===== src/sv/srtc_pkg.sv =====
`timescale 1ns / 1ps

package srtc_pkg;

  localparam int NumOutBytes = 7;
  localparam logic [2:0] LastOutByte = 3'd6;

  localparam logic [2:0] CmdStatus = 3'd0;
  localparam logic [2:0] CmdDateTime = 3'd2;

  typedef enum logic [1:0] {
    FAULT_NONE       = 2'd0,
    FAULT_UNKNOWN    = 2'd1,
    FAULT_PARAM      = 2'd2,
    FAULT_READ_CLKLO = 2'd3
  } fault_t;

  typedef struct packed {
    logic [15:0] port_value;
    fault_t      fault_code;
  } result_t;

  // Binary to two BCD digits, kept to 8 bits; the tens digit comes from a
  // reciprocal multiply that is exact for every 7-bit value.
  function automatic logic [7:0] to_bcd(input logic [6:0] v);
    logic [14:0] prod;
    logic [3:0]  tens;
    logic [6:0]  ones;
    prod = {8'b0, v} * 15'd205;
    tens = prod[14:11];
    ones = v - 7'({3'b0, tens} * 7'd10);
    return {tens, ones[3:0]};
  endfunction

endpackage


===== src/sv/srtc_out_skid.sv =====
`timescale 1ns / 1ps

module srtc_out_skid import srtc_pkg::*; (
  input  logic    clk,
  input  logic    rst,
  input  logic    in_valid,
  input  result_t in_data,
  output logic    in_stall,
  output logic    out_valid,
  output result_t out_data,
  input  logic    out_stall
);

  logic    main_valid;
  logic    skid_valid;
  result_t main_data;
  result_t skid_data;
  logic    accept;
  logic    drain;

  assign accept = in_valid && !skid_valid;
  assign drain = main_valid && !out_stall;

  always_ff @(posedge clk) begin
    if (rst) begin
      main_valid <= 1'b0;
      skid_valid <= 1'b0;
    end else begin
      if (!main_valid || drain) begin
        if (skid_valid) begin
          main_data  <= skid_data;
          main_valid <= 1'b1;
          skid_valid <= 1'b0;
        end else if (accept) begin
          main_data  <= in_data;
          main_valid <= 1'b1;
        end else begin
          main_valid <= 1'b0;
        end
      end else if (accept) begin
        // The result register is held by the consumer, so park this one.
        skid_data  <= in_data;
        skid_valid <= 1'b1;
      end
    end
  end

  assign in_stall = skid_valid;
  assign out_valid = main_valid;
  assign out_data = main_data;

endmodule


===== src/sv/serial_rtc_command_interface_unit.sv =====
`timescale 1ns / 1ps
// Serial RTC port register: one port write is taken per cycle when not stalled.
// The result is registered in the output stage; it is parked in a skid entry while the output is stalled.
// Throughput is one write per cycle while not stalled; a two-entry output stage absorbs stalls.
// Reset (rst, synchronous) clears the port latch, shift state, output buffer
// and status1; no clearing pass is needed.
module serial_rtc_command_interface_unit import srtc_pkg::*; (
  input  logic        clk,
  input  logic        rst,
  input  logic        psel,
  input  logic        penable,
  input  logic        pwrite,
  input  logic [2:0]  paddr,
  input  logic [31:0] pwdata,
  output logic [31:0] prdata,
  output logic        pready,
  input  logic        in_valid,
  output logic        in_stall,
  input  logic [15:0] write_value,
  input  logic        byte_write,
  input  logic [6:0]  now_year,
  input  logic [3:0]  now_month,
  input  logic [4:0]  now_day,
  input  logic [2:0]  now_weekday,
  input  logic [4:0]  now_hour,
  input  logic [5:0]  now_minute,
  input  logic [5:0]  now_second,
  output logic        out_valid,
  input  logic        out_stall,
  output logic [15:0] port_value,
  output logic [1:0]  fault_code
);

  logic [7:0]  status1;
  logic [15:0] port_latch;
  logic [7:0]  shift_in;
  logic [2:0]  in_bit_count;
  logic        command_seen;
  logic [7:0]  out_buffer [NumOutBytes];
  logic [2:0]  out_bit_count;
  logic [2:0]  out_byte_index;

  logic [15:0] port_latch_next;
  logic [7:0]  shift_in_next;
  logic [2:0]  in_bit_count_next;
  logic        command_seen_next;
  logic [7:0]  out_buffer_next [NumOutBytes];
  logic [2:0]  out_bit_count_next;
  logic [2:0]  out_byte_index_next;

  logic        accept;
  logic [15:0] value;
  logic        sdata;
  logic        sclk;
  logic        sel;
  logic        wr;
  logic [7:0]  shifted;
  logic [2:0]  cmd;
  logic [2:0]  rd_index;
  logic        out_bit;
  logic        bit0;
  logic [4:0]  hour12;
  logic [7:0]  hour_bcd;
  fault_t      fault;
  result_t     result;
  result_t     out_result;

  assign pready = 1'b1;
  assign prdata = (paddr[2] == 1'b0) ? {24'b0, status1} : 32'b0;

  always_ff @(posedge clk) begin
    if (rst) begin
      status1 <= 8'h00;
    end else if (psel && penable && pwrite && (paddr[2] == 1'b0)) begin
      status1 <= pwdata[7:0];
    end
  end

  assign accept = in_valid && !in_stall;

  assign value = byte_write ? {port_latch[15:8], write_value[7:0]} : write_value;
  assign sdata = value[0];
  assign sclk = value[1];
  assign sel = value[2];
  assign wr = value[4];

  assign shifted = shift_in | ({7'b0, sdata} << in_bit_count);
  assign cmd = shifted[6:4];
  assign rd_index = (out_byte_index > LastOutByte) ? LastOutByte : out_byte_index;

  always_comb begin
    if (now_hour >= 5'd24) begin
      hour12 = now_hour - 5'd24;
    end else if (now_hour >= 5'd12) begin
      hour12 = now_hour - 5'd12;
    end else begin
      hour12 = now_hour;
    end
    hour_bcd = status1[1] ? to_bcd({2'b0, now_hour}) : to_bcd({2'b0, hour12});
    if (now_hour >= 5'd12) begin
      hour_bcd = hour_bcd | 8'h40;
    end
  end

  always_comb begin
    shift_in_next       = shift_in;
    in_bit_count_next   = in_bit_count;
    command_seen_next   = command_seen;
    out_buffer_next     = out_buffer;
    out_bit_count_next  = out_bit_count;
    out_byte_index_next = out_byte_index;
    fault               = FAULT_NONE;
    out_bit             = out_buffer[rd_index][out_bit_count];
    bit0                = port_latch[0];
    if (sel) begin
      if (!port_latch[2]) begin
        // Select rising restarts a transfer.
        shift_in_next       = 8'h00;
        in_bit_count_next   = 3'd0;
        command_seen_next   = 1'b0;
        out_bit_count_next  = 3'd0;
        out_byte_index_next = 3'd0;
      end else if (!sclk) begin
        if (wr) begin
          in_bit_count_next = in_bit_count + 3'd1;
          shift_in_next = shifted;
          if (in_bit_count_next == 3'd0) begin
            shift_in_next = 8'h00;
            if (command_seen) begin
              fault = FAULT_PARAM;
            end else begin
              command_seen_next = 1'b1;
              if (shifted[7]) begin
                if (cmd == CmdStatus) begin
                  out_buffer_next[0] = status1;
                end else if (cmd == CmdDateTime) begin
                  out_buffer_next[0] = to_bcd(now_year);
                  out_buffer_next[1] = to_bcd({3'b0, now_month});
                  out_buffer_next[2] = to_bcd({2'b0, now_day});
                  out_buffer_next[3] = to_bcd({4'b0, now_weekday});
                  out_buffer_next[4] = hour_bcd;
                  out_buffer_next[5] = to_bcd({1'b0, now_minute});
                  out_buffer_next[6] = to_bcd({1'b0, now_second});
                end else begin
                  fault = FAULT_UNKNOWN;
                end
              end
            end
          end
        end else begin
          fault = FAULT_READ_CLKLO;
        end
      end else begin
        bit0 = out_bit;
        out_bit_count_next = out_bit_count + 3'd1;
        if ((out_bit_count_next == 3'd0) && (out_byte_index < LastOutByte)) begin
          out_byte_index_next = out_byte_index + 3'd1;
        end
      end
    end
    port_latch_next = wr ? value : {8'h00, value[7:1], bit0};
  end

  always_ff @(posedge clk) begin
    if (rst) begin
      port_latch     <= 16'h0000;
      shift_in       <= 8'h00;
      in_bit_count   <= 3'd0;
      command_seen   <= 1'b0;
      out_buffer     <= '{default: 8'h00};
      out_bit_count  <= 3'd0;
      out_byte_index <= 3'd0;
    end else if (accept) begin
      port_latch     <= port_latch_next;
      shift_in       <= shift_in_next;
      in_bit_count   <= in_bit_count_next;
      command_seen   <= command_seen_next;
      out_buffer     <= out_buffer_next;
      out_bit_count  <= out_bit_count_next;
      out_byte_index <= out_byte_index_next;
    end
  end

  assign result.port_value = port_latch_next;
  assign result.fault_code = fault;

  srtc_out_skid u_out_skid (
    .clk       (clk),
    .rst       (rst),
    .in_valid  (in_valid),
    .in_data   (result),
    .in_stall  (in_stall),
    .out_valid (out_valid),
    .out_data  (out_result),
    .out_stall (out_stall)
  );

  assign port_value = out_result.port_value;
  assign fault_code = out_result.fault_code;

  // The output byte pointer never leaves the buffer.
  a_index_range: assert property (@(posedge clk) disable iff (rst)
    out_byte_index <= LastOutByte)
    else $error("output byte index past last byte");

  // A read-direction fault never comes with a written direction bit.
  a_fault_dir: assert property (@(posedge clk) disable iff (rst)
    out_valid && (fault_code == FAULT_READ_CLKLO) |->
      (port_value[4] == 1'b0) && (port_value[15:8] == 8'h00))
    else $error("clock-low fault with direction set in port value");

  // Select rising restarts the input shift count and clears the command flag.
  a_sel_restart: assert property (@(posedge clk) disable iff (rst)
    accept && sel && !port_latch[2] |=> (in_bit_count == 3'd0) && !command_seen)
    else $error("select rising did not restart the shift state");

  // Once a result is parked, the upstream side is held off.
  a_stall_when_full: assert property (@(posedge clk) disable iff (rst)
    in_stall |-> out_valid)
    else $error("input stalled with no result waiting");

endmodule

===== config.mk =====
export PLATFORM = sky130hd
export DESIGN_NAME = serial_rtc_command_interface_unit
export DESIGN_NICKNAME = d
export VERILOG_FILES = /design/src/sv/srtc_pkg.sv /design/src/sv/srtc_out_skid.sv /design/src/sv/serial_rtc_command_interface_unit.sv
export SDC_FILE = /design/constraint.sdc
export NUM_CORES = 1
export LEC_CHECK = 0
export ABC_AREA = 1
export BUFFER_PORTS_ARGS = -buffer_cell sky130_fd_sc_hd__buf_2
export CAP_MARGIN = 20
export CORE_AREA = 2 2 130 259
export CTS_CLUSTER_SIZE = 24
export DETAILED_ROUTE_END_ITERATION = 16
export DIE_AREA = 0 0 132 261
export GPL_ROUTABILITY_DRIVEN = 0
export PLACE_DENSITY = 0.58
export RECOVER_POWER = 50
export SLEW_MARGIN = 40
export SYNTH_ARGS = -nofsm -noshare
export SYNTH_HDL_FRONTEND = slang
export SYNTH_SLANG_ARGS = --single-unit

===== constraint.sdc =====
create_clock -name clk -period 7.3 [get_ports clk]
set_input_delay 2.19 -clock clk [delete_from_list [all_inputs] [get_ports clk]]
set_output_delay 2.19 -clock clk [all_outputs]
set_load 0.02 [all_outputs]

* Word level (Yosys, flattened, before mapping)
Cells that the tools add are included.
** Storage, ports and cells
- Register bits after elaboration :: 124
- Bits in latches :: 0
- RAM bits :: 0
- ROM bits :: 0
- Output and inout bits :: 53
- Logic and storage cells :: 138
- Memories kept :: 0
** Cells by class
- Add/subtract/negate cells :: 12
- Multipliers :: 14
- Divide/modulo/power cells :: 0
- Magnitude comparators :: 6
- Equality and inequality tests :: 6
- Shift operators :: 1
- Multiplexer cells :: 47
- Bitwise operators :: 8
- Reductions and logical operators :: 24
** Operator list (count)
- $mux W8 :: 8
- $mux W56 :: 1
- $mul A5 B8 Y13 const B :: 3
- $mux W18 :: 2
- $mux W16 :: 2
- $mul A6 B8 Y14 const B :: 2
- $sub A4 B4 Y4 :: 7
- $mux W3 :: 9
- $bmux W8 S3 :: 1
- $mux W2 :: 8
- $mul A7 B8 Y15 const B :: 1
- $mul A4 B8 Y12 const B :: 1
- $mux W1 :: 11
- $mux W5 :: 2
- $reduce_and A10 Y1 :: 1
- $add A3 B1 Y3 const B :: 3
- $logic_not A3 Y1 :: 3
- $mul A2 B3 Y3 const B :: 3
- $reduce_and A3 Y1 :: 3
- $reduce_and A9 Y1 :: 1
- $or A8 B8 Y8 :: 1
- $reduce_and A4 Y1 :: 2
- $shl A1 B3 Y8 :: 1
- $mux W7 :: 1
- other kinds (24) :: 41

* Longest topological paths before layout
Gate-level depths: netlist of the first run.
- Word-level depth :: 15
- Gate-level depth with buffers :: 30
- Depth with buffers taken out :: 30

* Hierarchy
A second synthesis of the first run with hierarchy kept.
** Unflattened totals
- Cells, all modules :: 1231
- Area, all modules :: 9774.4 µm²
** Modules (own cells, without submodules)
- serial_rtc_command_interface_unit :: times used 1, cells each 1125, area each 8365.5 µm²
- srtc_out_skid :: times used 1, cells each 106, area each 1408.9 µm²

* Least setup slack after synthesis of the first run
No wires, ideal clock.
- Path kind :: input-to-reg
- Start point :: input now_hour[2]
- End point :: register out_buffer[19] in the netlist's numbering
- Library setup time :: 119 ps
- Arrival :: 5848 ps
- Required time :: 7181 ps
- Path slack :: 1333 ps
- Stages on the path :: 29
- Path through :: inv_1 ha_1 nand2_1 inv_1 a21oi_1 nand2_1 nand2_1 and2_1 ha_1 ha_1 ha_1 ha_1 a21o_1 nand3_1 a21oi_1 a21oi_1 nand2_1 inv_1 nand2_1 inv_1 ha_1 inv_1 fa_1 inv_1 nand2_1 nand2_1 nand3_1 nand3_1 a21oi_1
** Between the ends
- Longest elaborated chain between the ends :: 8
** RTL lines
- start: declaration :: line serial_rtc_command_interface_unit.sv:25 : input logic [4:0] now_hour,
- $sub A5 B4 Y5 / $ge A5 B4 Y1 (equally long branches) :: line serial_rtc_command_interface_unit.sv:95, serial_rtc_command_interface_unit.sv:94
- $mux W5 :: line serial_rtc_command_interface_unit.sv:94 : end else if (now_hour >= 5'd12) begin
- $mux W5 :: line serial_rtc_command_interface_unit.sv:92 : if (now_hour >= 5'd24) begin
- $mul A5 B8 Y13 :: line srtc_pkg.sv:29 : prod = {8'b0, v} * 15'd205;
- $mul A2 B3 Y3 :: line srtc_pkg.sv:31 : ones = v - 7'({3'b0, tens} * 7'd10);
- $sub A4 B4 Y4 :: line srtc_pkg.sv:31
- $mux W6 (*) :: line serial_rtc_command_interface_unit.sv:99 : hour_bcd = status1[1] ? to_bcd({2'b0, now_hour}) : to_bcd({2'b0, hour12});
- $mux W7 (*) :: line serial_rtc_command_interface_unit.sv:100 : if (now_hour >= 5'd12) begin
- end signal: assignment :: line serial_rtc_command_interface_unit.sv:178 : out_buffer <= out_buffer_next;
- end: declaration :: line serial_rtc_command_interface_unit.sv:39 : logic [7:0] out_buffer [NumOutBytes];
Mark *: on every way between the ends. The rest lies on a longest branch, timed or not.
A chain may end at the register's enable or synchronous reset.

* Worst setup path in the final report of the first run
Same ends and word-level chain as after synthesis.

==> metrics.sh, run 1 <==
STATUS='complete, but fails checks'
VIOLATIONS_IN_THE_FINAL_REPORTS='capacitance limit, slew limit'
YS_FF_LATCH=113
CRITICAL_PATH_PEAK_FANOUT=9
CTS-ROOT-TO-SINK-BUFFERS=2
YOSYSWARNINGS=0
FINAL_NETS=1603
VDD_IR_DROP_MAX_mV=0.171
CTS.CLK_SLEW.WORST_PATHS_NS=0.06
FINISH.INSTANCE_AREA_UM2=11000
ACTUAL_TRANSITION_AT_THE_WORST_MAX_TRANSITION_PIN_NS=2.02
GLOBALROUTE.TOTALOVERFLOW=0
SYNTH_COMPOUND_AREA_FRAC=0.121
MULTIINPUTGATEAREA_UM2=6020
I_O_PINS=148
SYNTH.LIB_CELLS_USED.DISTINCT=45
GRT_PASS1_VIAS=7487
HOLD_VIOLATIONS=0
DIE_H_UM=261
SYN_AVG_CELL_AREA_UM2=7.96
CORE.ROWCOUNT=94
REG2REG_TO='u_out_skid.out_data[2]'
SETUP_VIOL_COUNT_FINAL=0
PATH_DEPTH=31
DIE_SPAN_IN_X_UM=132
CP_DATA_ARRIVAL_TIME_NS=6.60
WIRE_LENGTH_OF_THE_FIRST_GLOBAL_ROUTING_PASS_UM=35600
PLACE.DETAILED.HPWL_UM=16100
WORST_HOLD_PATH.ENDPOINT='out_buffer[21]'
RR_STARTPOINT='out_byte_index[0]'
CLOCK-SKEW-FINAL_NS=0.00964
NUMCTSBUFFERS=17
DIEAREA_UM2=34500
HOLD-PATH-CELL-COUNT=2
DR.PASS1.ITERS=5
SYNTH-MAIN-FF-CELL='sky130_fd_sc_hd__dfxtp_1'
GRT_SETUP_UNREPAIRED='no'
TIMING.FINAL.WS_SETUP_NS=1.05
POST_SYNTH_MUX_AREA_SHARE=0
FILLERS=3541
RELATIVE_SLEW_SLACK=-0.346
SYNTH_SIMPLE_GATE_AREA_FRAC=0.182
DESIGN.CORE.AREA_UM2=32600
DRV_CAP=1
SLOWEST_DELAY_NS=0.37
FINAL-SEQ-AREA_UM2=2620
HTREE_LEVELS=4
TRITONCTS='built'
POWER_DENSITY_nW_PER_UM2=196
CP.REQUIRED_NS=7.65
FINAL_LAYOUT_SIZE_SUFFIX_GT1_FRAC=0.0982
CRITPATHSLOWESTCELL='sky130_fd_sc_hd__fa_1'
MAXIMUM_NUMBER_OF_PINS_ON_ONE_NET_BEFORE_GLOBAL_ROUTE_REPAIR=55
PLACE_AREA_UM2=10500
GRT_ANTENNA_BEFORE_REPAIR=0
PLACEMENT.IO_BUFFERS=96
FINALPOWER_W=0.00216
SYN_AREA_UM2=9640
CTS_REPAIR_RESIZE_COUNT=0
WORST_HOLD_PATH_TYPE='reg -> reg'
CRITICAL_PATH.N_BUFFERS_INVERTERS=8
REPORT.FINAL.SLEW_VIOL_COUNT=55
REG2REG_DEPTH=17
SYNTH-ADDER-AREA-SHARE=0.295
CRIT_PATH_MOST_REPEATED_CELL='sky130_fd_sc_hd__nand2_1'
FINALWIRELENGTH_UM=20400
POST-CTS-SETUP-BUFFERS=0
FMAX_GHz=0.160
MIN-DELAY-START='out_buffer[21]'
STARTPOINT_TYPE='input port'
XOR_XNOR_FRACTION_OF_SYNTH_AREA=0.0191
GR-USAGE-ALL-LAYERS=0.124
CLOCK_SINKS=113
FINAL_PERIOD_MINUS_WORST_SETUP_SLACK_NS=6.25
WL_PER_CELL_UM=11.7
DIODES=0
TIMING.CRITICAL_PATH.FROM='now_hour[2]'
DETAILEDPLACE.WORSTSLACK_NS=0.612
POST_DETAILED_ROUTE_COUNT_OF_ANTENNA_VIOLATING_NETS=0
INITIALDRTVIOLATIONCOUNT=339
TIMING.SETUP.CRITICAL_PATH_CLASS='in -> reg'
START_UTIL=0.296
PATH_DELAY_FAMILY='adder cells'
CTS_ROOT_BUF='sky130_fd_sc_hd__clkbuf_16'
SYNTH-SEQ-AREA-SHARE=0.272
SETUP.REG_TO_REG.WORST_SLACK_NS=4.37
CTS.HOLD.BUFFERS_ADDED=0
POST-ROUTE-DRC-COUNT=0
CLK_LATENCY_WORST_SKEW_PAIR_NS=0.43
SETUP_TNS_FINAL_NS=0
SYN-INSTANCE-COUNT=1211
COUNT_OF_FLIP_FLOPS_WITH_A_BUILT_IN_ENABLE_AFTER_SYNTHESIS=36
ASYNCSETRESETFLOPFRACSYNTH=0
AREAGROWTHSYNTHTOFINISH_PCT=13.9
COUNT_OF_VIAS_PLACED_BY_THE_DETAILED_ROUTER=7736
DOMINANT_COMBINATIONAL_CELL_FAMILY_BY_AREA_AFTER_SYNTHESIS='adder cells'
LEAKAGEPOWER_nW=5.57
DRT-VIAS-PER-INSTANCE=4.43
MIN_PERIOD_OVER_PERIOD=0.856
WORSTSETUPENDPOINTTYPE='register'
[stage by stage]
step,util,hold slack (ns),cells
3_5_place_dp,0.321,0.472,1713
5_1_grt,0.337,0.507,1745
2_1_floorplan,-,0.436,1234
4_1_cts,0.339,0.483,1745
3_3_place_gp,0.321,0.462,1713
6_report,0.337,0.479,1745
[layout make-up]
type                            instances  area share
Multi-Input combinational cell        870       0.548
Tap cell                              432      0.0492
Inverter                              197      0.0675
Clock buffer                           17      0.0387
Timing Repair Buffer                  101      0.0435
Sequential cell                       113       0.239
Clock inverter                         15      0.0145
[synth_stat cells, types with 2 or more instances]
| master | number | area share |
|---|---|---|
| sky130_fd_sc_hd__o211ai_1 | 4 | 0.0031 |
| sky130_fd_sc_hd__o21ai_1 | 3 | 0.0016 |
| sky130_fd_sc_hd__clkinv_2 | 2 | 0.0010 |
| sky130_fd_sc_hd__ha_1 | 176 | 0.23 |
| sky130_fd_sc_hd__o21bai_1 | 2 | 0.0016 |
| sky130_fd_sc_hd__a21o_1 | 6 | 0.0047 |
| sky130_fd_sc_hd__nand3b_1 | 12 | 0.0093 |
| sky130_fd_sc_hd__inv_2 | 3 | 0.0012 |
| sky130_fd_sc_hd__nor3_1 | 12 | 0.0062 |
| sky130_fd_sc_hd__a31oi_1 | 4 | 0.0026 |
| sky130_fd_sc_hd__dfxtp_1 | 77 | 0.16 |
| sky130_fd_sc_hd__o22ai_1 | 3 | 0.0019 |
| sky130_fd_sc_hd__and2_1 | 3 | 0.0019 |
| sky130_fd_sc_hd__nand2_1 | 185 | 0.072 |
| sky130_fd_sc_hd__inv_1 | 191 | 0.074 |
| sky130_fd_sc_hd__or2_2 | 12 | 0.0078 |
| sky130_fd_sc_hd__conb_1 | 2 | 0.00078 |
| sky130_fd_sc_hd__fa_1 | 32 | 0.066 |
| sky130_fd_sc_hd__buf_2 | 8 | 0.0042 |
| sky130_fd_sc_hd__nand3_2 | 2 | 0.0021 |
| sky130_fd_sc_hd__buf_4 | 27 | 0.021 |
| sky130_fd_sc_hd__o21ai_0 | 82 | 0.043 |
| sky130_fd_sc_hd__nor2_8 | 2 | 0.0042 |
| sky130_fd_sc_hd__o21a_1 | 3 | 0.0023 |
| sky130_fd_sc_hd__xnor2_1 | 6 | 0.0054 |
| sky130_fd_sc_hd__a211oi_1 | 4 | 0.0031 |
| sky130_fd_sc_hd__a21oi_1 | 102 | 0.053 |
| sky130_fd_sc_hd__xor2_1 | 15 | 0.014 |
| sky130_fd_sc_hd__edfxtp_1 | 36 | 0.11 |
| sky130_fd_sc_hd__a21boi_0 | 2 | 0.0016 |
| sky130_fd_sc_hd__nand2_2 | 3 | 0.0019 |
| sky130_fd_sc_hd__nor2_1 | 104 | 0.040 |
| sky130_fd_sc_hd__nand4_1 | 10 | 0.0065 |
| sky130_fd_sc_hd__nand3_1 | 50 | 0.026 |
| sky130_fd_sc_hd__buf_1 | 2 | 0.00078 |
| sky130_fd_sc_hd__clkbuf_1 | 15 | 0.0058 |
[where the power goes]
| group | internal [W] | total (W) | switching, W |
|---|---|---|---|
| Combinational | 0.000267 | 0.000663 | 0.000396 |
| Clock | 0.000484 | 0.000819 | 0.000335 |
| Sequential | 0.000665 | 0.000675 | 0.0000103 |
[sequential cells by signal, summed over array words and instances (netlist names)]
register / count
shift_in: 4
out_buffer: 43
u_out_skid.out_valid: 1
u_out_skid.skid_data: 18
u_out_skid.in_stall: 1
u_out_skid.out_data: 18
out_bit_count: 3
status1: 8
in_bit_count: 3
command_seen: 1
port_latch: 10
out_byte_index: 3
[layer usage]
metal	track usage	up-vias	routed length, µm
met5	0	-	0
met4	0.0290	0	176
met3	0.0248	17	781
met2	0.205	151	9350
met1	0.167	3454	10100
li1	-	4114	-
[logic make-up (layout without fill, tap and decap cells)]
group / count (synthesis) / count (layout)
simple gates: 398 / 398
other cells: 2 / 25
flops: 113 / 113
buf+inv: 251 / 330
compound gates: 218 / 218
xor+xnor: 21 / 21
fa+ha+maj: 208 / 208
[worst register-to-register path, stage by stage, from the launching register on]
cell and delay [ns]:
sky130_fd_sc_hd__dfxtp_1 0.68, sky130_fd_sc_hd__inv_1 0.17, sky130_fd_sc_hd__ha_1 0.23, sky130_fd_sc_hd__inv_1 0.05, sky130_fd_sc_hd__nand3_1 0.27, sky130_fd_sc_hd__nand2_1 0.41
sky130_fd_sc_hd__inv_1 0.11, sky130_fd_sc_hd__nand2_1 0.08, sky130_fd_sc_hd__nand2_1 0.05, sky130_fd_sc_hd__nand2_1 0.06, sky130_fd_sc_hd__nand3_1 0.08, sky130_fd_sc_hd__nand3_1 0.07
sky130_fd_sc_hd__nand2_1 0.06, sky130_fd_sc_hd__nand2_1 0.05, sky130_fd_sc_hd__nand2_1 0.06, sky130_fd_sc_hd__nand2_1 0.07, sky130_fd_sc_hd__nand2_1 0.08, sky130_fd_sc_hd__o21ai_0 0.20
[cell usage in the layout (no fill, tap or decap), types with 4 or more instances in the layout]
master                        n
sky130_fd_sc_hd__buf_4        4
sky130_fd_sc_hd__dfxtp_1     76
sky130_fd_sc_hd__nand3b_1    12
sky130_fd_sc_hd__clkbuf_16   17
sky130_fd_sc_hd__fa_1        32
sky130_fd_sc_hd__nand2_1    185
sky130_fd_sc_hd__buf_2       67
sky130_fd_sc_hd__nand4_1     10
sky130_fd_sc_hd__inv_6        9
sky130_fd_sc_hd__xor2_1      15
sky130_fd_sc_hd__a31oi_1      4
sky130_fd_sc_hd__clkbuf_1    30
sky130_fd_sc_hd__edfxtp_1    36
sky130_fd_sc_hd__a211oi_1     4
sky130_fd_sc_hd__xnor2_1      6
sky130_fd_sc_hd__nand3_1     51
sky130_fd_sc_hd__a21o_1       6
sky130_fd_sc_hd__conb_1      25
sky130_fd_sc_hd__ha_1       176
sky130_fd_sc_hd__or2_2       12
sky130_fd_sc_hd__nor3_1      13
sky130_fd_sc_hd__a21oi_1    102
sky130_fd_sc_hd__nor2_1     105
sky130_fd_sc_hd__o211ai_1     4
sky130_fd_sc_hd__o21ai_0     82
sky130_fd_sc_hd__inv_1      191
[worst max path at each step]
stage / endpoint / slack (ns)
final: out_buffer[19] / 1.05
after global routing: out_buffer[19] / 0.58
after CTS: out_buffer[19] / 1.04
after detailed placement: out_buffer[19] / 0.61
after global placement: out_buffer[19] / 0.59
after floorplan: out_buffer[19] / 1.33
Note: power is estimated with default switching activity, not from simulation.
==> inputs of run 2 (changes only) <==
- ABC_AREA: 1 -> not set
- CORE_AREA: 2 2 130 259 -> 2 2 129 257
- DIE_AREA: 0 0 132 261 -> 0 0 131 259
==> run 2 against run 1 <==
The flow still finishes with violations (capacitance limit, slew limit). Fmax shrank 7.0%. Critical path depth shrank 8. Final area decreased by 0.12%. Die area decreased by 1.5%. Total power increased by 3.3%. Global-route usage is 0.76 points higher. Critical path type unchanged. Largest cell class unchanged. Largest power group unchanged.
==> metrics.sh, run 2 <==
PLACE_AREA_UM2=10400  # was 10,500 µm²
STATUS='complete, but fails checks'  # unchanged
FINISH.INSTANCE_AREA_UM2=11000  # about the same
WORSTSETUPENDPOINTTYPE='register'  # unchanged
SETUP_TNS_FINAL_NS=0  # unchanged
SYNTH-SEQ-AREA-SHARE=0.277  # was 0.272
CTS_REPAIR_RESIZE_COUNT=0  # unchanged
LAYOUT.CELLS.MOST_COMMON='sky130_fd_sc_hd__ha_1'  # was sky130_fd_sc_hd__inv_1
DRT-VIAS-PER-INSTANCE=4.72  # was 4.43
SYN_AREA_UM2=9480  # was 9640 µm²
WORSTSETUPENDPOINT='out_buffer[19]'  # unchanged
DIE_SPAN_IN_X_UM=131  # was 132 µm
VIOLATIONS_IN_THE_FINAL_REPORTS='capacitance limit, slew limit'  # unchanged
CLOCK_SINKS=113  # unchanged
POST-ROUTE-DRC-COUNT=0  # unchanged
HOLD-PATH-CELL-COUNT=2  # unchanged
CLK_LATENCY_WORST_SKEW_PAIR_NS=0.43  # about the same
CTS.HOLD.BUFFERS_ADDED=0  # unchanged
CRITICAL_PATH_PEAK_FANOUT=7  # was 9
REPORT.FINAL.SLEW_VIOL_COUNT=38  # was 55
ROUTED_MET3_LENGTH_UM=620  # was 781 µm
REGMOSTFLOPS='out_buffer'  # unchanged
LEAKAGEPOWER_nW=5.02  # was 5.57 nW
FINAL_LAYOUT_SIZE_SUFFIX_GT1_FRAC=0.166  # was 0.0982
COUNT_OF_VIAS_PLACED_BY_THE_DETAILED_ROUTER=7200  # was 7,736
CP.REQUIRED_NS=7.61  # was 7.65 ns
PLACEMENT.IO_BUFFERS=96  # unchanged
SYNTH.TOP_CELLS.BY_AREA='sky130_fd_sc_hd__ha_1 (23%), sky130_fd_sc_hd__dfxtp_1 (16%), sky130_fd_sc_hd__edfxtp_1 (11%), sky130_fd_sc_hd__fa_1 (6.8%), sky130_fd_sc_hd__inv_1 (4.2%)'  # was sky130_fd_sc_hd__ha_1 (23%), sky130_fd_sc_hd__dfxtp_1 (16%), sky130_fd_sc_hd__edfxtp_1 (11%), sky130_fd_sc_hd__inv_1 (7.4%), sky130_fd_sc_hd__nand2_1 (7.2%)
YOSYSWARNINGS=0  # unchanged
DRV_CAP=1  # unchanged
MET2_WIRELENGTH_UM=12800  # was 9350 µm
MAXIMUM_NUMBER_OF_PINS_ON_ONE_NET_BEFORE_GLOBAL_ROUTE_REPAIR=51  # was 55
TIMING.CRITICAL_PATH.FROM='now_hour[3]'  # was now_hour[2]
REG2REG_DEPTH=8  # was 17
CTS.CLK_SLEW.WORST_PATHS_NS=0.06  # about the same
SYN-INSTANCE-COUNT=993  # was 1,211
WL_PER_CELL_UM=14.3  # was 11.7 µm
COUNT_OF_FLIP_FLOPS_WITH_A_BUILT_IN_ENABLE_AFTER_SYNTHESIS=36  # unchanged
WIRE_LENGTH_OF_THE_FIRST_GLOBAL_ROUTING_PASS_UM=35300  # was 35,600 µm
DIODES=0  # unchanged
TIMING.SETUP.CRITICAL_PATH_CLASS='in -> reg'  # unchanged
SETUP_VIOL_COUNT_FINAL=0  # unchanged
GR-USAGE-ALL-LAYERS=0.132  # was 0.124
FMAX_GHz=0.149  # was 0.160 GHz
YOSYS-TOP-CELLS-COUNT='sky130_fd_sc_hd__ha_1 (176), sky130_fd_sc_hd__inv_1 (106), sky130_fd_sc_hd__nand2_1 (91)'  # was sky130_fd_sc_hd__inv_1 (191), sky130_fd_sc_hd__nand2_1 (185), sky130_fd_sc_hd__ha_1 (176)
CTS-ROOT-TO-SINK-BUFFERS=2  # unchanged
LAYOUT_COMMON_CELLS='sky130_fd_sc_hd__ha_1 (176), sky130_fd_sc_hd__inv_1 (106), sky130_fd_sc_hd__nand2_1 (91)'  # was sky130_fd_sc_hd__inv_1 (191), sky130_fd_sc_hd__nand2_1 (185), sky130_fd_sc_hd__ha_1 (176)
NUMCTSBUFFERS=17  # unchanged
HOLD_VIOLATIONS=0  # unchanged
WORST_HOLD_PATH_TYPE='reg -> reg'  # unchanged
SYN_AVG_CELL_AREA_UM2=9.54  # was 7.96 µm²
START_UTIL=0.296  # about the same
FINAL_PERIOD_MINUS_WORST_SETUP_SLACK_NS=6.72  # was 6.25 ns
CORE.ROWCOUNT=93  # was 94
GRT_ANTENNA_BEFORE_REPAIR=0  # unchanged
POWER_DENSITY_nW_PER_UM2=203  # was 196 nW/µm²
GRT_SETUP_UNREPAIRED='no'  # unchanged
CP_DATA_ARRIVAL_TIME_NS=7.04  # was 6.60 ns
DR.PASS1.ITERS=4  # was 5
REG2REG_TO='u_out_skid.out_data[2]'  # unchanged
POST-CTS-SETUP-BUFFERS=0  # unchanged
SETUP.REG_TO_REG.WORST_SLACK_NS=4.35  # was 4.37 ns
DR.MAX_LAYER_USED='met4'  # unchanged
FINALWIRELENGTH_UM=21800  # was 20,400 µm
POST_DETAILED_ROUTE_COUNT_OF_ANTENNA_VIOLATING_NETS=0  # unchanged
HTREE_LEVELS=4  # unchanged
SYNTH.LIB_CELLS_USED.DISTINCT=74  # was 45
PLACE.DETAILED.HPWL_UM=17700  # was 16,100 µm
YS_FF_LATCH=113  # unchanged
SYNTH.MOST_COMMON_CELL='sky130_fd_sc_hd__ha_1'  # was sky130_fd_sc_hd__inv_1
I_O_PINS=148  # unchanged
STARTPOINT_TYPE='input port'  # unchanged
SYNTH_TOP_AREA_CELL='sky130_fd_sc_hd__ha_1'  # unchanged
POST-SYNTH-TOP-AREA-FRACTION=0.232  # was 0.228
FINAL_NETS=1390  # was 1,603
CTS_ROOT_BUF='sky130_fd_sc_hd__clkbuf_16'  # unchanged
INITIALDRTVIOLATIONCOUNT=219  # was 339
RELATIVE_SLEW_SLACK=-0.218  # was -0.346
LARGEST_REG_FLOPS=43  # unchanged
MIN_PERIOD_OVER_PERIOD=0.921  # was 0.856
ASYNCSETRESETFLOPFRACSYNTH=0  # unchanged
WL_MET1_UM=7780  # was 10,100 µm
RR_STARTPOINT='out_byte_index[0]'  # unchanged
AREAGROWTHSYNTHTOFINISH_PCT=15.8  # was 13.9%
GRT_PASS1_VIAS=7378  # was 7,487
DIE_H_UM=259  # was 261 µm
VDD_IR_DROP_MAX_mV=0.119  # was 0.171 mV
SYNTH-MAIN-FF-CELL='sky130_fd_sc_hd__dfxtp_1'  # unchanged
DESIGN.CORE.AREA_UM2=32000  # was 32,600 µm²
CLOCK-SKEW-FINAL_NS=0.00875  # was 0.00964 ns
GLOBALROUTE.TOTALOVERFLOW=0  # unchanged
DIEAREA_UM2=33900  # was 34,500 µm²
ACTUAL_TRANSITION_AT_THE_WORST_MAX_TRANSITION_PIN_NS=1.83  # was 2.02 ns
TRITONCTS='built'  # unchanged
run 2: cell types whose count changed after synthesis, moves of 7 or more:
cell / before / now
sky130_fd_sc_hd__a211oi_1: 4 / 17
sky130_fd_sc_hd__a21oi_1: 102 / 67
sky130_fd_sc_hd__inv_1: 191 / 106
sky130_fd_sc_hd__mux2_2: 0 / 22
sky130_fd_sc_hd__mux2i_1: 0 / 14
sky130_fd_sc_hd__nand2_1: 185 / 91
sky130_fd_sc_hd__nand2b_1: 0 / 8
sky130_fd_sc_hd__nand3_1: 50 / 16
sky130_fd_sc_hd__nand3b_1: 12 / 4
sky130_fd_sc_hd__nand4_1: 10 / 3
sky130_fd_sc_hd__nor2_1: 104 / 56
sky130_fd_sc_hd__nor2b_1: 0 / 26
sky130_fd_sc_hd__o21ai_0: 82 / 26
sky130_fd_sc_hd__xnor2_1: 6 / 28
run 2: worst min path at each step:
stage	startpoint	to	slack, ns
finish	out_buffer[10]	out_buffer[10]	0.45
global route	port_latch[9]	port_latch[9]	0.48
CTS	out_buffer[10]	out_buffer[10]	0.45
detailed placement	out_buffer[10]	out_buffer[10]	0.45
global placement	port_latch[11]	port_latch[11]	0.44
floorplan	out_buffer[20]	out_buffer[20]	0.43
run 2: kinds of logic (layout without fill, tap and decap cells):
group	Yosys count	after routing	synth area share
muxes	42	42	0.0556
AOI/OAI and AO/OA	180	180	0.126
other	2	25	0.000793
and+or+nand+nor	241	241	0.122
buffers and inverters	166	250	0.0784
adders and majority gates	208	208	0.300
DFF	113	113	0.277
xor gates and xnor gates	41	41	0.0408
run 2: area by class of cell:
| class | count | area (µm²) |
|---|---|---|
| Inverter | 106 | 398 |
| Fill cell | 3336 | 21000 |
| Multi-Input combinational cell | 737 | 6210 |
| Sequential cell | 113 | 2620 |
| Timing Repair Buffer | 112 | 582 |
| Clock inverter | 15 | 199 |
| Clock buffer | 17 | 425 |
| Tap cell | 427 | 534 |
run 2: routing by layer:
metal,up-vias,track usage
met5,-,0
met4,0,0.0523
met3,36,0.0206
met2,129,0.266
met1,3434,0.127
li1,3601,-
run 2: through the flow:
| stage | hold WS, ns | setup slack [ns] | cells | utilization | total power (W) |
|---|---|---|---|---|---|
| CTS | 0.454 | 0.553 | 1527 | 0.344 | 0.00226 |
| global route | 0.476 | 0.161 | 1527 | 0.343 | 0.00239 |
| global placement | 0.443 | 0.171 | 1494 | 0.324 | 0.00135 |
| floorplan | 0.429 | 0.378 | 1016 | - | 0.00119 |
| detailed placement | 0.446 | 0.102 | 1495 | 0.324 | 0.00137 |
| finish | 0.451 | 0.579 | 1527 | 0.343 | 0.00223 |
run 2: worst max-delay path: stages:
cell                        delay, ns
sky130_fd_sc_hd__buf_2           0.16
sky130_fd_sc_hd__ha_1            0.18
sky130_fd_sc_hd__nor4bb_2        0.18
sky130_fd_sc_hd__or2_2           0.32
sky130_fd_sc_hd__o31ai_4         0.25
sky130_fd_sc_hd__inv_1           0.06
sky130_fd_sc_hd__ha_1            0.27
sky130_fd_sc_hd__inv_1           0.04
sky130_fd_sc_hd__ha_1            0.33
sky130_fd_sc_hd__fa_1            0.43
sky130_fd_sc_hd__ha_1            0.30
sky130_fd_sc_hd__o2111ai_1       0.11
sky130_fd_sc_hd__or4_1           0.51
sky130_fd_sc_hd__o22a_1          0.21
sky130_fd_sc_hd__nand3_1         0.10
sky130_fd_sc_hd__xnor2_1         0.15
sky130_fd_sc_hd__ha_1            0.19
sky130_fd_sc_hd__inv_1           0.05
sky130_fd_sc_hd__fa_1            0.37
sky130_fd_sc_hd__xor2_1          0.19
sky130_fd_sc_hd__nor2b_1         0.14
sky130_fd_sc_hd__mux2i_1         0.08
sky130_fd_sc_hd__a32o_1          0.20
run 2: report_power, final:
group	switching, W	internal (W)	total, W
combinational	0.000374	0.000305	0.000679
clock	0.000333	0.000548	0.000881
sequential	0.00000856	0.000660	0.000669
==> inputs of run 3 (changes only) <==
- CORE_AREA: 2 2 129 257 -> 2 2 102 203
- DIE_AREA: 0 0 131 259 -> 0 0 104 205
- PLACE_DENSITY: 0.58 -> 0.81
- SYNTH_HIERARCHICAL: not set -> 1
==> run 3 against run 2 <==
The run still ends with capacitance limit, slew limit left. Total power decreased by 3.9%. Synthesized cell count increased by 3.0%. Die area decreased by 37%. Utilization increased by 21 points. Fmax about the same. Highest routed layer unchanged. Routed wire length decreased by 7.3%.
==> metrics.sh, run 3 <==
STATUS='complete, but fails checks'  # unchanged
VIOLATIONS_IN_THE_FINAL_REPORTS='capacitance limit, slew limit'  # unchanged
REPORT.FINAL.SLEW_VIOL_COUNT=77  # was 38
TRITONCTS='built'  # unchanged
DIE_H_UM=205  # was 259 µm
SYN-INSTANCE-COUNT=1023  # was 993
WORST_HOLD_PATH_TYPE='reg -> reg'  # unchanged
XOR_XNOR_FRACTION_OF_SYNTH_AREA=0.0397  # was 0.0408
CLOCK-SKEW-FINAL_NS=0.0101  # was 0.00875 ns
FINALWIRELENGTH_UM=20200  # was 21,800 µm
DRV_CAP=1  # unchanged
YOSYSWARNINGS=6  # was 0
POST-ROUTE-DRC-COUNT=0  # unchanged
FINAL-SEQ-AREA_UM2=2620  # unchanged
SYNTH.TOP_CELLS.BY_AREA='sky130_fd_sc_hd__ha_1 (23%), sky130_fd_sc_hd__dfxtp_1 (16%), sky130_fd_sc_hd__edfxtp_1 (11%), sky130_fd_sc_hd__fa_1 (6.6%), sky130_fd_sc_hd__inv_1 (4.2%)'  # was sky130_fd_sc_hd__ha_1 (23%), sky130_fd_sc_hd__dfxtp_1 (16%), sky130_fd_sc_hd__edfxtp_1 (11%), sky130_fd_sc_hd__fa_1 (6.8%), sky130_fd_sc_hd__inv_1 (4.2%)
AREAGROWTHSYNTHTOFINISH_PCT=11.4  # was 15.8%
SETUP_VIOL_COUNT_FINAL=0  # unchanged
COUNT_OF_VIAS_PLACED_BY_THE_DETAILED_ROUTER=7513  # was 7,200
INSTANCES_NO_FILL=1385  # was 1,527
POST_SYNTH_MUX_AREA_SHARE=0.0613  # was 0.0556
HTREE_LEVELS=4  # unchanged
GRT_ANTENNA_BEFORE_REPAIR=0  # unchanged
FINALPOWER_W=0.00214  # was 0.00223 W
SETUP_TNS_FINAL_NS=0  # unchanged
SYNTH_COMPOUND_AREA_FRAC=0.128  # was 0.126
SYNTH_TOP_AREA_CELL='sky130_fd_sc_hd__ha_1'  # unchanged
CTS.CLK_SLEW.WORST_PATHS_NS=0.05  # was 0.06 ns
CLOCK_SINKS=113  # unchanged
YS_FF_LATCH=113  # unchanged
HOLD_VIOLATIONS=0  # unchanged
SYNTH-ADDER-AREA-SHARE=0.294  # was 0.300
VDD_IR_DROP_MAX_mV=0.151  # was 0.119 mV
MIN_PERIOD_OVER_PERIOD=0.920  # was 0.921
LEAKAGEPOWER_nW=4.92  # was 5.02 nW
WL_PER_CELL_UM=14.6  # was 14.3 µm
CTS.HOLD.BUFFERS_ADDED=0  # unchanged
PATH_CELLS='buf_2, inv_1, ha_1, nand3b_1, and2_1, nor4_1, a311oi_2, inv_1, ha_1, inv_1, ha_1, fa_1, ha_1, nand2_1, nor3_1, mux2_4, a21oi_2, xor2_2, ha_1, inv_1, fa_1, xor2_1, nand2b_1, o221ai_2'  # was buf_2, ha_1, nor4bb_2, or2_2, o31ai_4, inv_1, ha_1, inv_1, ha_1, fa_1, ha_1, o2111ai_1, or4_1, o22a_1, nand3_1, xnor2_1, ha_1, inv_1, fa_1, xor2_1, nor2b_1, mux2i_1, a32o_1
WORSTSETUPENDPOINTTYPE='register'  # unchanged
LAYOUT.CELLS.MOST_COMMON='sky130_fd_sc_hd__ha_1'  # unchanged
POST_DETAILED_ROUTE_COUNT_OF_ANTENNA_VIOLATING_NETS=0  # unchanged
CORE.ROWCOUNT=73  # was 93
DRT-VIAS-PER-INSTANCE=5.42  # was 4.72
SLOWEST_DELAY_NS=0.47  # was 0.51 ns
CTS-ROOT-TO-SINK-BUFFERS=2  # unchanged
POST-SYNTH-TOP-AREA-FRACTION=0.228  # was 0.232
SYNTH-MAIN-FF-CELL='sky130_fd_sc_hd__dfxtp_1'  # unchanged
TIMING.SETUP.CRITICAL_PATH_CLASS='in -> reg'  # unchanged
STARTPOINT_TYPE='input port'  # unchanged
SYNTH_SIMPLE_GATE_AREA_FRAC=0.128  # was 0.122
WIRE_LENGTH_OF_THE_FIRST_GLOBAL_ROUTING_PASS_UM=34000  # was 35,300 µm
PLACE.DETAILED.HPWL_UM=16100  # was 17,700 µm
FINAL_NETS=1415  # was 1,390
FINAL_PERIOD_MINUS_WORST_SETUP_SLACK_NS=6.72  # about the same
FILLERS=1741  # was 3,336
SYNTH-SEQ-AREA-SHARE=0.270  # was 0.277
POST-CTS-SETUP-BUFFERS=0  # unchanged
GLOBALROUTE.TOTALOVERFLOW=0  # unchanged
CRITICAL_PATH_PEAK_FANOUT=10  # was 7
CTS_REPAIR_RESIZE_COUNT=0  # unchanged
DOMINANT_COMBINATIONAL_CELL_FAMILY_BY_AREA_AFTER_SYNTHESIS='adder cells'  # unchanged
GRT_PASS1_VIAS=7712  # was 7,378
START_UTIL=0.493  # was 0.296
POWER_DENSITY_nW_PER_UM2=198  # was 203 nW/µm²
DR.PASS1.ITERS=5  # was 4
CRIT_PATH_MOST_REPEATED_CELL='sky130_fd_sc_hd__ha_1'  # unchanged
SYNTH.LIB_CELLS_USED.DISTINCT=79  # was 74
DIEAREA_UM2=21300  # was 33,900 µm²
CLK_LATENCY_WORST_SKEW_PAIR_NS=0.41  # was 0.43 ns
GR-USAGE-ALL-LAYERS=0.195  # was 0.132
FINAL_LAYOUT_SIZE_SUFFIX_GT1_FRAC=0.126  # was 0.166
CP_DATA_ARRIVAL_TIME_NS=6.89  # was 7.04 ns
DESIGN.CORE.AREA_UM2=19700  # was 32,000 µm²
FINAL_CORE_UTIL=0.549  # was 0.343
MULTIINPUTGATEAREA_UM2=6370  # was 6210 µm²
REGMOSTFLOPS='out_buffer'  # unchanged
RELATIVE_SLEW_SLACK=-1.30  # was -0.218
LAYOUT_COMMON_CELLS='sky130_fd_sc_hd__ha_1 (177), sky130_fd_sc_hd__inv_1 (109), sky130_fd_sc_hd__nand2_1 (104)'  # was sky130_fd_sc_hd__ha_1 (176), sky130_fd_sc_hd__inv_1 (106), sky130_fd_sc_hd__nand2_1 (91)
CRITPATHSLOWESTCELL='sky130_fd_sc_hd__fa_1'  # was sky130_fd_sc_hd__or4_1
CP.REQUIRED_NS=7.47  # was 7.61 ns
COUNT_OF_FLIP_FLOPS_WITH_A_BUILT_IN_ENABLE_AFTER_SYNTHESIS=36  # unchanged
SYN_AVG_CELL_AREA_UM2=9.50  # was 9.54 µm²
ACTUAL_TRANSITION_AT_THE_WORST_MAX_TRANSITION_PIN_NS=3.45  # was 1.83 ns
NUMCTSBUFFERS=17  # unchanged
CTS_ROOT_BUF='sky130_fd_sc_hd__clkbuf_16'  # unchanged
REG2REG_DEPTH=9  # was 8
DETAILEDPLACE.WORSTSLACK_NS=0.223  # was 0.102 ns
ASYNCSETRESETFLOPFRACSYNTH=0  # unchanged
GRT_SETUP_UNREPAIRED='no'  # unchanged
YOSYS-TOP-CELLS-COUNT='sky130_fd_sc_hd__ha_1 (177), sky130_fd_sc_hd__inv_1 (109), sky130_fd_sc_hd__nand2_1 (104)'  # was sky130_fd_sc_hd__ha_1 (176), sky130_fd_sc_hd__inv_1 (106), sky130_fd_sc_hd__nand2_1 (91)
INITIALDRTVIOLATIONCOUNT=336  # was 219
SYN_AREA_UM2=9720  # was 9480 µm²
DIE_SPAN_IN_X_UM=104  # was 131 µm
NUMBER_OF_INSTANCES_IN_THE_PLACED_DESIGN=1354  # was 1,495
DIODES=0  # unchanged
MAXIMUM_NUMBER_OF_PINS_ON_ONE_NET_BEFORE_GLOBAL_ROUTE_REPAIR=77  # was 51
TIMING.FINAL.WS_SETUP_NS=0.581  # was 0.579 ns
PLACEMENT.IO_BUFFERS=96  # unchanged
HOLD-PATH-CELL-COUNT=2  # unchanged
SYNTH.MOST_COMMON_CELL='sky130_fd_sc_hd__ha_1'  # unchanged
LARGEST_REG_FLOPS=43  # unchanged
FMAX_GHz=0.149  # about the same
I_O_PINS=148  # unchanged
-- run 3: cell types whose count changed in the layout (fill, tap and decap cells not counted), moves of 6 or more --
cell	change
sky130_fd_sc_hd__buf_2	-20
sky130_fd_sc_hd__mux2_2	-20
sky130_fd_sc_hd__nand2_1	+13
sky130_fd_sc_hd__nand2b_1	+6
sky130_fd_sc_hd__o21ai_0	-7
sky130_fd_sc_hd__o22ai_1	+6
sky130_fd_sc_hd__mux2i_1	+8
sky130_fd_sc_hd__mux2_1	+16
sky130_fd_sc_hd__nor2b_1	-8
sky130_fd_sc_hd__clkbuf_1	+23
-- run 3: metal layers --
| metal | part of all wire | global-route usage | wire length [µm] |
|---|---|---|---|
| met4 | 0.038 | 0.102 | 760 |
| met2 | 0.57 | 0.394 | 11600 |
| met3 | 0.029 | 0.0293 | 582 |
| met1 | 0.36 | 0.184 | 7250 |
| met5 | 0 | 0 | 0 |
-- run 3: layout make-up --
class,count,area share
clock inverters,5,0.00693
well taps,262,0.0303
flip-flops and latches,113,0.242
repair buffers,106,0.0476
clock buffers,26,0.0470
multi-input cells,764,0.588
inverters,109,0.0378
-- run 3: stage by stage --
step / cell area, µm² / hold slack (ns)
2_1_floorplan: 9800 / 0.428
3_3_place_gp: 10300 / 0.438
3_5_place_dp: 10300 / 0.443
4_1_cts: 10900 / 0.449
5_1_grt: 10800 / 0.465
6_report: 10800 / 0.445
-- run 3: final timing paths --
| check | startpoint | to | slack (ns) |
|---|---|---|---|
| worst max-delay path | now_hour[1] | out_buffer[19] | 0.58 |
| worst min-delay path | out_buffer[25] | out_buffer[25] | 0.45 |
| worst max register to register | out_byte_index[0] | u_out_skid/out_data[2] | 4.12 |
| worst min register to register | out_buffer[25] | out_buffer[25] | 0.45 |
-- run 3: cell families (layout without fill, tap and decap cells) --
group,after synthesis,in the layout
flops,113,113
mux,46,46
buf+inv,169,246
xor+xnor,40,40
compound gates,185,185
simple gates,259,259
other cells,2,25
fa+ha+maj,209,209
-- run 3: critical path: cells and delay by family --
family	cells	cell delay, ns
adder cells (fa/ha/maj)	7	2.18
AND/OR/NAND/NOR	6	0.69
AO/OA/AOI/OAI	3	0.61
buffers and inverters	5	0.51
XOR/XNOR	2	0.40
multiplexers	1	0.29
-- run 3: where the power goes --
part           internal, W  leakage (nW)  total (W)  switching (W)
Clock             0.000543         0.290   0.000804       0.000262
Combinational     0.000293          3.68   0.000668       0.000375
Sequential        0.000661         0.951   0.000669     0.00000797
Total              0.00150          4.92    0.00214       0.000644
